$ cat config.mk
export PLATFORM = sky130hd
export DESIGN_NAME = period_tachometer_with_stall_zero
export DESIGN_NICKNAME = d
export VERILOG_FILES = /design/src/design/ptsz_pkg.sv /design/src/design/period_tachometer_with_stall_zero.sv /design/src/design/ptsz_ctrl.sv /design/src/design/ptsz_dp.sv
export SDC_FILE = /design/constraint.sdc
export NUM_CORES = 1
export LEC_CHECK = 0
export ABC_AREA = 1
export BUFFER_PORTS_ARGS = -buffer_cell sky130_fd_sc_hd__buf_2
export CORE_MARGIN = 2
export CORE_UTILIZATION = 30
export DETAILED_ROUTE_END_ITERATION = 10
export SLEW_MARGIN = 20
export SYNTH_ARGS = -nofsm -noshare
export SYNTH_HDL_FRONTEND = slang
export SYNTH_SLANG_ARGS = --single-unit
$ cat constraint.sdc
create_clock -name i_clk -period 5.82 [get_ports i_clk]
set_input_delay 1.746 -clock i_clk [delete_from_list [all_inputs] [get_ports i_clk]]
set_output_delay 1.746 -clock i_clk [all_outputs]
set_load 0.005 [all_outputs]
$ cat src/design/ptsz_pkg.sv
// Shared types and constants for the period tachometer with stall zeroing.
// Holds the item structs, opcodes, register indexes and controller interface.
// No dependencies; compile first.
package ptsz_pkg;

    // Fixed field widths
    localparam int unsigned OP_W      = 2;
    localparam int unsigned TIME_W    = 32;
    localparam int unsigned SPEED_W   = 32;
    localparam int unsigned PPR_W     = 8;
    localparam int unsigned STALE_W   = 24;
    localparam int unsigned CFG_IDX_W = 2;

    // Divider geometry: 60e6*256 needs 34 bits, ppr*period needs 40 bits
    localparam int unsigned NUM_W     = 34;
    localparam int unsigned DIV_W     = PPR_W + TIME_W;
    localparam int unsigned DIV_STEPS = NUM_W;
    localparam int unsigned CNT_W     = $clog2(DIV_STEPS);

    localparam logic [NUM_W-1:0]   RPM_SCALED_NUM = 34'd15360000000;
    localparam logic [SPEED_W-1:0] SPEED_MAX      = '1;

    // Register reset values
    localparam logic [PPR_W-1:0]   PPR_RESET   = 8'd5;
    localparam logic [STALE_W-1:0] STALE_RESET = 24'd500000;

    // Opcodes
    localparam logic [OP_W-1:0] OP_POLL = 2'd0;
    localparam logic [OP_W-1:0] OP_EDGE = 2'd1;
    localparam logic [OP_W-1:0] OP_READ = 2'd2;

    // Configuration register indexes
    localparam logic [CFG_IDX_W-1:0] CFG_PPR   = 2'd0;
    localparam logic [CFG_IDX_W-1:0] CFG_STALE = 2'd1;

    typedef struct packed {
        logic [OP_W-1:0]   opcode;
        logic [TIME_W-1:0] now_us;
    } t_in_item;

    typedef struct packed {
        logic [SPEED_W-1:0] speed_q8;
        logic [7:0]         reply_byte;
        logic               reply_valid;
    } t_out_item;

    // Controller to datapath commands
    typedef struct packed {
        logic capture;
        logic exec;
        logic mul;
        logic div_step;
        logic sat;
        logic load_out;
    } t_dp_cmd;

    // Datapath to controller status
    typedef struct packed {
        logic is_edge;
        logic out_free;
    } t_dp_stat;

endpackage

$ cat src/design/period_tachometer_with_stall_zero.sv
// Period tachometer with stall zeroing: top level.
// Joins ptsz_ctrl and ptsz_dp; depends on ptsz_pkg.
//
// Usage:
//   Input channel (i_in_valid/o_in_ready, i_in) takes one item: a poll, a
//   sensor rising edge or a bus read request, each with its microsecond
//   timestamp. Each item yields exactly one result on the output channel
//   (o_out_valid/i_out_ready, o_out): the speed in unsigned Q24.8 rpm after
//   the item, plus a reply byte that is valid only for read requests.
//   Configuration channel (i_cfg_valid/o_cfg_ready) is always ready; index 0
//   writes pulses per revolution, index 1 the stall check interval.
// Sequencing:
//   Poll, read and unused opcodes: S_EXEC, then S_PUSH loads the result.
//   Sensor edge: S_EXEC, an 8x32 multiply in S_MUL, a 34-step restoring
//   divider in S_DIV that produces one quotient bit per cycle, S_SAT, S_PUSH.
//   One item is in work at a time; a new item is taken once the previous
//   result sits in the output register.
// Reset (synchronous, active low) clears the architectural state, loads the
// register defaults and empties the output register. A stalled receiver
// holds the result in the output register; a following item is worked on
// and then waits for that register to free up.
module period_tachometer_with_stall_zero (
    input  logic                            i_clk,
    input  logic                            i_rst_n,
    input  logic                            i_in_valid,
    output logic                            o_in_ready,
    input  ptsz_pkg::t_in_item              i_in,
    output logic                            o_out_valid,
    input  logic                            i_out_ready,
    output ptsz_pkg::t_out_item             o_out,
    input  logic                            i_cfg_valid,
    output logic                            o_cfg_ready,
    input  logic [ptsz_pkg::CFG_IDX_W-1:0]  i_cfg_index,
    input  logic [ptsz_pkg::STALE_W-1:0]    i_cfg_data
);

    ptsz_pkg::t_dp_cmd  cmd;
    ptsz_pkg::t_dp_stat stat;

    assign o_cfg_ready = 1'b1;

    ptsz_ctrl u_ctrl (
        .i_clk      (i_clk),
        .i_rst_n    (i_rst_n),
        .i_in_valid (i_in_valid),
        .o_in_ready (o_in_ready),
        .i_stat     (stat),
        .o_cmd      (cmd)
    );

    ptsz_dp u_dp (
        .i_clk       (i_clk),
        .i_rst_n     (i_rst_n),
        .i_in        (i_in),
        .i_cfg_valid (i_cfg_valid),
        .i_cfg_index (i_cfg_index),
        .i_cfg_data  (i_cfg_data),
        .o_out_valid (o_out_valid),
        .i_out_ready (i_out_ready),
        .o_out       (o_out),
        .i_cmd       (cmd),
        .o_stat      (stat)
    );

endmodule

$ cat src/design/ptsz_ctrl.sv
// Sequencing state machine for the period tachometer.
// Depends on ptsz_pkg for the command and status structs.
module ptsz_ctrl (
    input  logic               i_clk,
    input  logic               i_rst_n,
    input  logic               i_in_valid,
    output logic               o_in_ready,
    input  ptsz_pkg::t_dp_stat i_stat,
    output ptsz_pkg::t_dp_cmd  o_cmd
);

    typedef enum logic [5:0] {
        S_IDLE = 6'b000001,
        S_EXEC = 6'b000010,
        S_MUL  = 6'b000100,
        S_DIV  = 6'b001000,
        S_SAT  = 6'b010000,
        S_PUSH = 6'b100000
    } t_state;

    t_state                       r_state, n_state;
    logic [ptsz_pkg::CNT_W-1:0]   r_cnt, n_cnt;

    assign o_in_ready = (r_state == S_IDLE);

    // Next state and commands
    always_comb begin
        n_state = r_state;
        n_cnt   = r_cnt;
        o_cmd   = '0;
        case (r_state)
            S_IDLE: begin
                if (i_in_valid) begin
                    o_cmd.capture = 1'b1;
                    n_state       = S_EXEC;
                end
            end
            S_EXEC: begin
                o_cmd.exec = 1'b1;
                n_state    = i_stat.is_edge ? S_MUL : S_PUSH;
            end
            S_MUL: begin
                o_cmd.mul = 1'b1;
                n_cnt     = '0;
                n_state   = S_DIV;
            end
            S_DIV: begin
                o_cmd.div_step = 1'b1;
                n_cnt          = r_cnt + ptsz_pkg::CNT_W'(1);
                if (r_cnt == ptsz_pkg::CNT_W'(ptsz_pkg::DIV_STEPS - 1)) begin
                    n_state = S_SAT;
                end
            end
            S_SAT: begin
                o_cmd.sat = 1'b1;
                n_state   = S_PUSH;
            end
            S_PUSH: begin
                // hold until the output register can take the item
                if (i_stat.out_free) begin
                    o_cmd.load_out = 1'b1;
                    n_state        = S_IDLE;
                end
            end
            default: begin
                n_state = S_IDLE;
            end
        endcase
    end

    always_ff @(posedge i_clk) begin
        if (!i_rst_n) begin
            r_state <= S_IDLE;
            r_cnt   <= '0;
        end else begin
            r_state <= n_state;
            r_cnt   <= n_cnt;
        end
    end

endmodule

$ cat src/design/ptsz_dp.sv
// Datapath of the period tachometer: state registers, configuration,
// multiplier, restoring divider and output register. Depends on ptsz_pkg.
module ptsz_dp (
    input  logic                              i_clk,
    input  logic                              i_rst_n,
    input  ptsz_pkg::t_in_item                i_in,
    input  logic                              i_cfg_valid,
    input  logic [ptsz_pkg::CFG_IDX_W-1:0]    i_cfg_index,
    input  logic [ptsz_pkg::STALE_W-1:0]      i_cfg_data,
    output logic                              o_out_valid,
    input  logic                              i_out_ready,
    output ptsz_pkg::t_out_item               o_out,
    input  ptsz_pkg::t_dp_cmd                 i_cmd,
    output ptsz_pkg::t_dp_stat                o_stat
);

    // Configuration
    logic [ptsz_pkg::PPR_W-1:0]   r_ppr;
    logic [ptsz_pkg::STALE_W-1:0] r_stale;

    // Architectural state
    logic [ptsz_pkg::SPEED_W-1:0] r_speed;
    logic [ptsz_pkg::SPEED_W-1:0] r_snap;
    logic [ptsz_pkg::TIME_W-1:0]  r_last_edge;
    logic [ptsz_pkg::TIME_W-1:0]  r_last_chk;
    logic                         r_phase;
    logic [1:0]                   r_pos;

    // Item in flight
    logic [ptsz_pkg::OP_W-1:0]    r_op;
    logic [ptsz_pkg::TIME_W-1:0]  r_now;
    logic [ptsz_pkg::TIME_W-1:0]  r_period;
    logic [7:0]                   r_reply;
    logic                         r_reply_vld;

    // Divider
    logic [ptsz_pkg::DIV_W-1:0]   r_divisor;
    logic [ptsz_pkg::DIV_W-1:0]   r_rem;
    logic [ptsz_pkg::NUM_W-1:0]   r_num;
    logic [ptsz_pkg::DIV_W:0]     trial;
    logic [ptsz_pkg::DIV_W:0]     trial_diff;
    logic                         q_bit;

    // Output register
    ptsz_pkg::t_out_item          r_out;
    logic                         r_out_valid;

    logic [ptsz_pkg::TIME_W-1:0]  elapsed;
    logic                         stale;

    assign elapsed = r_now - r_last_chk;
    assign stale   = elapsed > {{(ptsz_pkg::TIME_W - ptsz_pkg::STALE_W){1'b0}}, r_stale};

    // One restoring step: shift in the next numerator bit, subtract if it fits.
    // A zero divisor always fits, so the quotient fills with ones and saturates.
    assign trial      = {r_rem, r_num[ptsz_pkg::NUM_W-1]};
    assign trial_diff = trial - {1'b0, r_divisor};
    assign q_bit      = (trial >= {1'b0, r_divisor});

    assign o_stat.is_edge  = (r_op == ptsz_pkg::OP_EDGE);
    assign o_stat.out_free = !r_out_valid || i_out_ready;

    assign o_out       = r_out;
    assign o_out_valid = r_out_valid;

    // Configuration writes
    always_ff @(posedge i_clk) begin
        if (!i_rst_n) begin
            r_ppr   <= ptsz_pkg::PPR_RESET;
            r_stale <= ptsz_pkg::STALE_RESET;
        end else if (i_cfg_valid) begin
            if (i_cfg_index == ptsz_pkg::CFG_PPR) begin
                r_ppr <= i_cfg_data[ptsz_pkg::PPR_W-1:0];
            end else if (i_cfg_index == ptsz_pkg::CFG_STALE) begin
                r_stale <= i_cfg_data;
            end
        end
    end

    // Architectural state updates
    always_ff @(posedge i_clk) begin
        if (!i_rst_n) begin
            r_speed     <= '0;
            r_snap      <= '0;
            r_last_edge <= '0;
            r_last_chk  <= '0;
            r_phase     <= 1'b0;
            r_pos       <= '0;
        end else begin
            if (i_cmd.exec) begin
                case (r_op)
                    ptsz_pkg::OP_POLL: begin
                        if (stale) begin
                            if (!r_phase) begin
                                // drop the speed if no edge changed it since the snapshot
                                if (r_speed == r_snap) begin
                                    r_speed <= '0;
                                end
                                r_phase <= 1'b1;
                            end else begin
                                r_snap  <= r_speed;
                                r_phase <= 1'b0;
                            end
                            r_last_chk <= r_now;
                        end
                    end
                    ptsz_pkg::OP_EDGE: begin
                        r_last_edge <= r_now;
                    end
                    ptsz_pkg::OP_READ: begin
                        r_pos <= r_pos + 2'd1;
                    end
                    default: begin
                    end
                endcase
            end
            if (i_cmd.sat) begin
                // saturate a quotient above 32 bits
                if (|r_num[ptsz_pkg::NUM_W-1:ptsz_pkg::SPEED_W]) begin
                    r_speed <= ptsz_pkg::SPEED_MAX;
                end else begin
                    r_speed <= r_num[ptsz_pkg::SPEED_W-1:0];
                end
            end
        end
    end

    // Item capture, reply, multiply and divide
    always_ff @(posedge i_clk) begin
        if (i_cmd.capture) begin
            r_op  <= i_in.opcode;
            r_now <= i_in.now_us;
        end
        if (i_cmd.exec) begin
            r_period <= r_now - r_last_edge;
            if (r_op == ptsz_pkg::OP_READ) begin
                r_reply     <= 8'(r_speed >> {r_pos, 3'b000});
                r_reply_vld <= 1'b1;
            end else begin
                r_reply     <= '0;
                r_reply_vld <= 1'b0;
            end
        end
        if (i_cmd.mul) begin
            r_divisor <= ptsz_pkg::DIV_W'(r_ppr) * ptsz_pkg::DIV_W'(r_period);
            r_rem     <= '0;
            r_num     <= ptsz_pkg::RPM_SCALED_NUM;
        end
        if (i_cmd.div_step) begin
            r_rem <= q_bit ? trial_diff[ptsz_pkg::DIV_W-1:0]
                           : trial[ptsz_pkg::DIV_W-1:0];
            r_num <= {r_num[ptsz_pkg::NUM_W-2:0], q_bit};
        end
        if (i_cmd.load_out) begin
            r_out.speed_q8    <= r_speed;
            r_out.reply_byte  <= r_reply;
            r_out.reply_valid <= r_reply_vld;
        end
    end

    // Output valid flag
    always_ff @(posedge i_clk) begin
        if (!i_rst_n) begin
            r_out_valid <= 1'b0;
        end else if (i_cmd.load_out) begin
            r_out_valid <= 1'b1;
        end else if (i_out_ready) begin
            r_out_valid <= 1'b0;
        end
    end

endmodule

==> results.cfg <==
[route]
wl_per_cell_um = 14.4
drtIter0Drc = 1492
vias = 24199
viasPerCell = 4.54
drc = 0
drtPass1Iterations = 5
route.final.wire_length_mm = 76.7
ant_nets = 0

[setup_path]
max_stage_delay_ns = 0.59
crit_end = u_dp.r_divisor[23]$_DFFE_PP_
r2r-start = u_dp.r_ppr[2]$_SDFFE_PN1P_
rrSetupSlack_ns = 0.59
reg2reg_depth = 17
endpoint_kind = register
path_cells = buf_12, nand2_1, inv_1, fa_1, fa_1, fa_1, inv_1, fa_1, inv_1, ha_1, nand2_1, o221ai_1, or2_2, a31oi_1, o21ai_0, a21boi_0, xnor2_1
crit_cells = 17
crit_path_start = u_dp.r_ppr[2]$_SDFFE_PN1P_
crit_arrival_ns = 5.57
crit_buf_inv = 4
path_class = register to register
path_max_fanout = 26
cp_data_required_time_ns = 6.15
worstReg2RegEnd = u_dp.r_divisor[23]$_DFFE_PP_
crit_path_start_kind = register
crit_path_top_delay_cell = dfxtp_1
crit_top_cell = fa_1
crit_family = adder cells

[sta]
max_freq_mhz = 191
hold_viol = 0
finalSetupViolCount = 0
final.setup.tns_ns = 0
final.min_clock_period_ns = 5.23
rsz0062_at_grt = no
maxSlewHeadroom_pct = 36.6
finalClockSkew_ns = 0.0198
worstMarginPinSlew_ns = 0.948
timing.final.max_slew_violations = 0
fin_crit_sh_pct = 89.9

[synth]
synth_edf_count = 230
ys_types = 52
syn_inst = 3898
async_reset_ff_share_pct = 0
netlist_area_um2 = 30500
synth_area_per_cell_um2 = 7.82
synth_seq_cells = 406
synth_top_area_share_pct = 22.6
syn_nets = 4334
synth_top_cell_by_area = edfxtp_1
synthTopCellsByArea = edfxtp_1 23%, fa_1 12%, dfxtp_1 12%
yosys_warnings = 0
synth_seq_area_share_pct = 34.2
ys.flop_type = edfxtp_1

[final_layout]
fin_nets = 4376
final.fill_count = 10678
mostFrequentLayoutCells = 821 x inv_1, 739 x nand2_1, 385 x nor2_1, 295 x a21oi_1, 261 x o21ai_0
final_cells = 5333
syn_to_final_growth_pct = 11.4
antenna_cells = 0
drive_above_1_share_pct = 5.99
final_common_cell = inv_1

[floorplan]
start_util_pct = 30.4
die_area_um2 = 104000
ios = 109
die_y_um = 323
row_count = 116
design.core.area_um2 = 100000
die_x_um = 323

[pwr]
pwr-share-comb_pct = 26.7
power.internal_w = 0.00574
swShare_pct = 32.5
p_switching_w = 0.00277
p_clk_share_pct = 35.3
peakVddDrop_mv = 0.198
leakagePower_nw = 16.2
powerDensity_nw_per_um2 = 250
pwr-share-seq_pct = 38.0

[clock_network]
cts_buffers = 45
cts.sinks = 406
hold_buffers = 0
clkTransAtPathRegs_ns = 0.06
cts_tree = done
root_buffer = clkbuf_16
post_cts_buffers = 0
clk_latency_ns = 0.60
cts_max_level = 2
cts_buffer_depth = 3

[min_path]
hold_path_class = register to register
hold_depth = 0

[grt]
grtUsageTotal_pct = 14.7
grt_pass1_vias = 23572
gr-total-overflow = 0
grt_pass1_wl_mm = 125
grt_max_degree = 75
antenna_found_initial = 0

[job]
maxCapViolCount = 0

[place]
dp_hpwl_mm = 60.0
post-place-cells = 5250
port_buffers = 107
gp_congestion = 0.892

[status]
status = completed
cell usage after synthesis, drive strengths merged (91+ instances only):
cell type / count
edfxtp: 230
inv: 824
dfxtp: 176
nand2: 745
nor2: 388
o21ai: 265
nand3: 115
clkbuf: 117
a21oi: 296
ha: 188
xor2: 91
fa: 183
worst register-to-register path: cells and delay by family, from the launching register on:
family / cells / cell delay, ns
compound gates: 4 / 1.05
xor+xnor: 1 / 0.10
fa+ha+maj: 5 / 2.29
buf+inv: 4 / 0.43
flops: 1 / 0.59
simple gates: 3 / 0.53
repair_timing:
item	CTS	global route
resized for setup	0	1
endpoints found under the hold margin	0	0
setup endpoints to repair	0	18
sequential cells by signal, indices dropped and copies added (netlist names):
signal,count
u_dp.r_op,2
u_dp.o_out_valid,1
u_dp.r_pos,2
u_ctrl.r_state,6
u_dp.r_divisor,40
u_dp.r_reply,8
u_dp.r_reply_vld,1
u_dp.r_ppr,8
u_dp.r_period,32
u_dp.r_now,32
u_dp.r_last_chk,32
u_dp.o_out,41
u_dp.r_num,34
u_dp.r_speed,32
u_dp.r_snap,32
u_dp.r_last_edge,32
u_dp.r_stale,24
u_ctrl.r_cnt,6
u_dp.r_rem,40
u_dp.r_phase,1
per-layer routing:
| metal | track usage, % | share of wire (%) |
|---|---|---|
| met5 | 0 | 0 |
| met4 | 3.04 | 1.6 |
| met3 | 1.74 | 3.9 |
| met2 | 24.4 | 46 |
| met1 | 20.6 | 48 |
kinds of logic after synthesis:
group	Yosys count	share of synthesized area, %
AOI/OAI and AO/OA	669	11.8
and+or+nand+nor	1342	17.9
other	1	0.0123
xor gates and xnor gates	144	4.13
DFF	406	34.2
buffers and inverters	965	12.2
adders and majority gates	371	19.7
power groups by stage:
stage	Combinational [W]	Sequential (W)	Clock [W]
global route	0.00263	0.00323	0.00320
detailed placement	0.00228	0.00329	0
global placement	0.00227	0.00329	0
finish	0.00227	0.00323	0.00300
CTS	0.00229	0.00323	0.00308
floorplan	0.00170	0.00324	0
area by class of cell:
cell class                      instances  area [um^2]  share of cell area [%]
Clock inverter                         19          260                   0.766
Timing Repair Buffer                  134          803                    2.36
Tap cell                             1357         1700                    5.00
Clock buffer                           64         1300                    3.83
Inverter                              826         3100                    9.13
Sequential cell                       406        10400                    30.7
Multi-Input combinational cell       2527        16400                    48.2
how the worst min path moves through the flow:
stage,startpoint,endpoint
after floorplan,u_dp.r_reply_vld$_DFFE_PP_,u_dp.o_out[0]$_DFFE_PP_
after global placement,u_dp.r_reply[6]$_SDFFCE_PN0P_,u_dp.o_out[7]$_DFFE_PP_
after detailed placement,u_dp.r_reply[3]$_SDFFCE_PN0P_,u_dp.o_out[4]$_DFFE_PP_
after CTS,u_dp.r_reply[3]$_SDFFCE_PN0P_,u_dp.o_out[4]$_DFFE_PP_
after global routing,u_dp.r_reply[5]$_SDFFCE_PN0P_,u_dp.o_out[6]$_DFFE_PP_
final,u_dp.r_reply[3]$_SDFFCE_PN0P_,u_dp.o_out[4]$_DFFE_PP_
per-stage QoR:
stage	setup slack (ns)	hold WS (ns)	utilization [%]	cell area (um^2)	power (W)
6_report	0.586	0.419	33.8	34000	0.00850
5_1_grt	0.208	0.433	33.8	34000	0.00906
4_1_cts	0.585	0.419	33.8	34000	0.00860
3_5_place_dp	0.586	0.405	32.3	32400	0.00557
3_3_place_gp	0.637	0.405	32.3	32400	0.00556
2_1_floorplan	0.871	0.400	-	30500	0.00495
(Power assumes the default switching activity.)
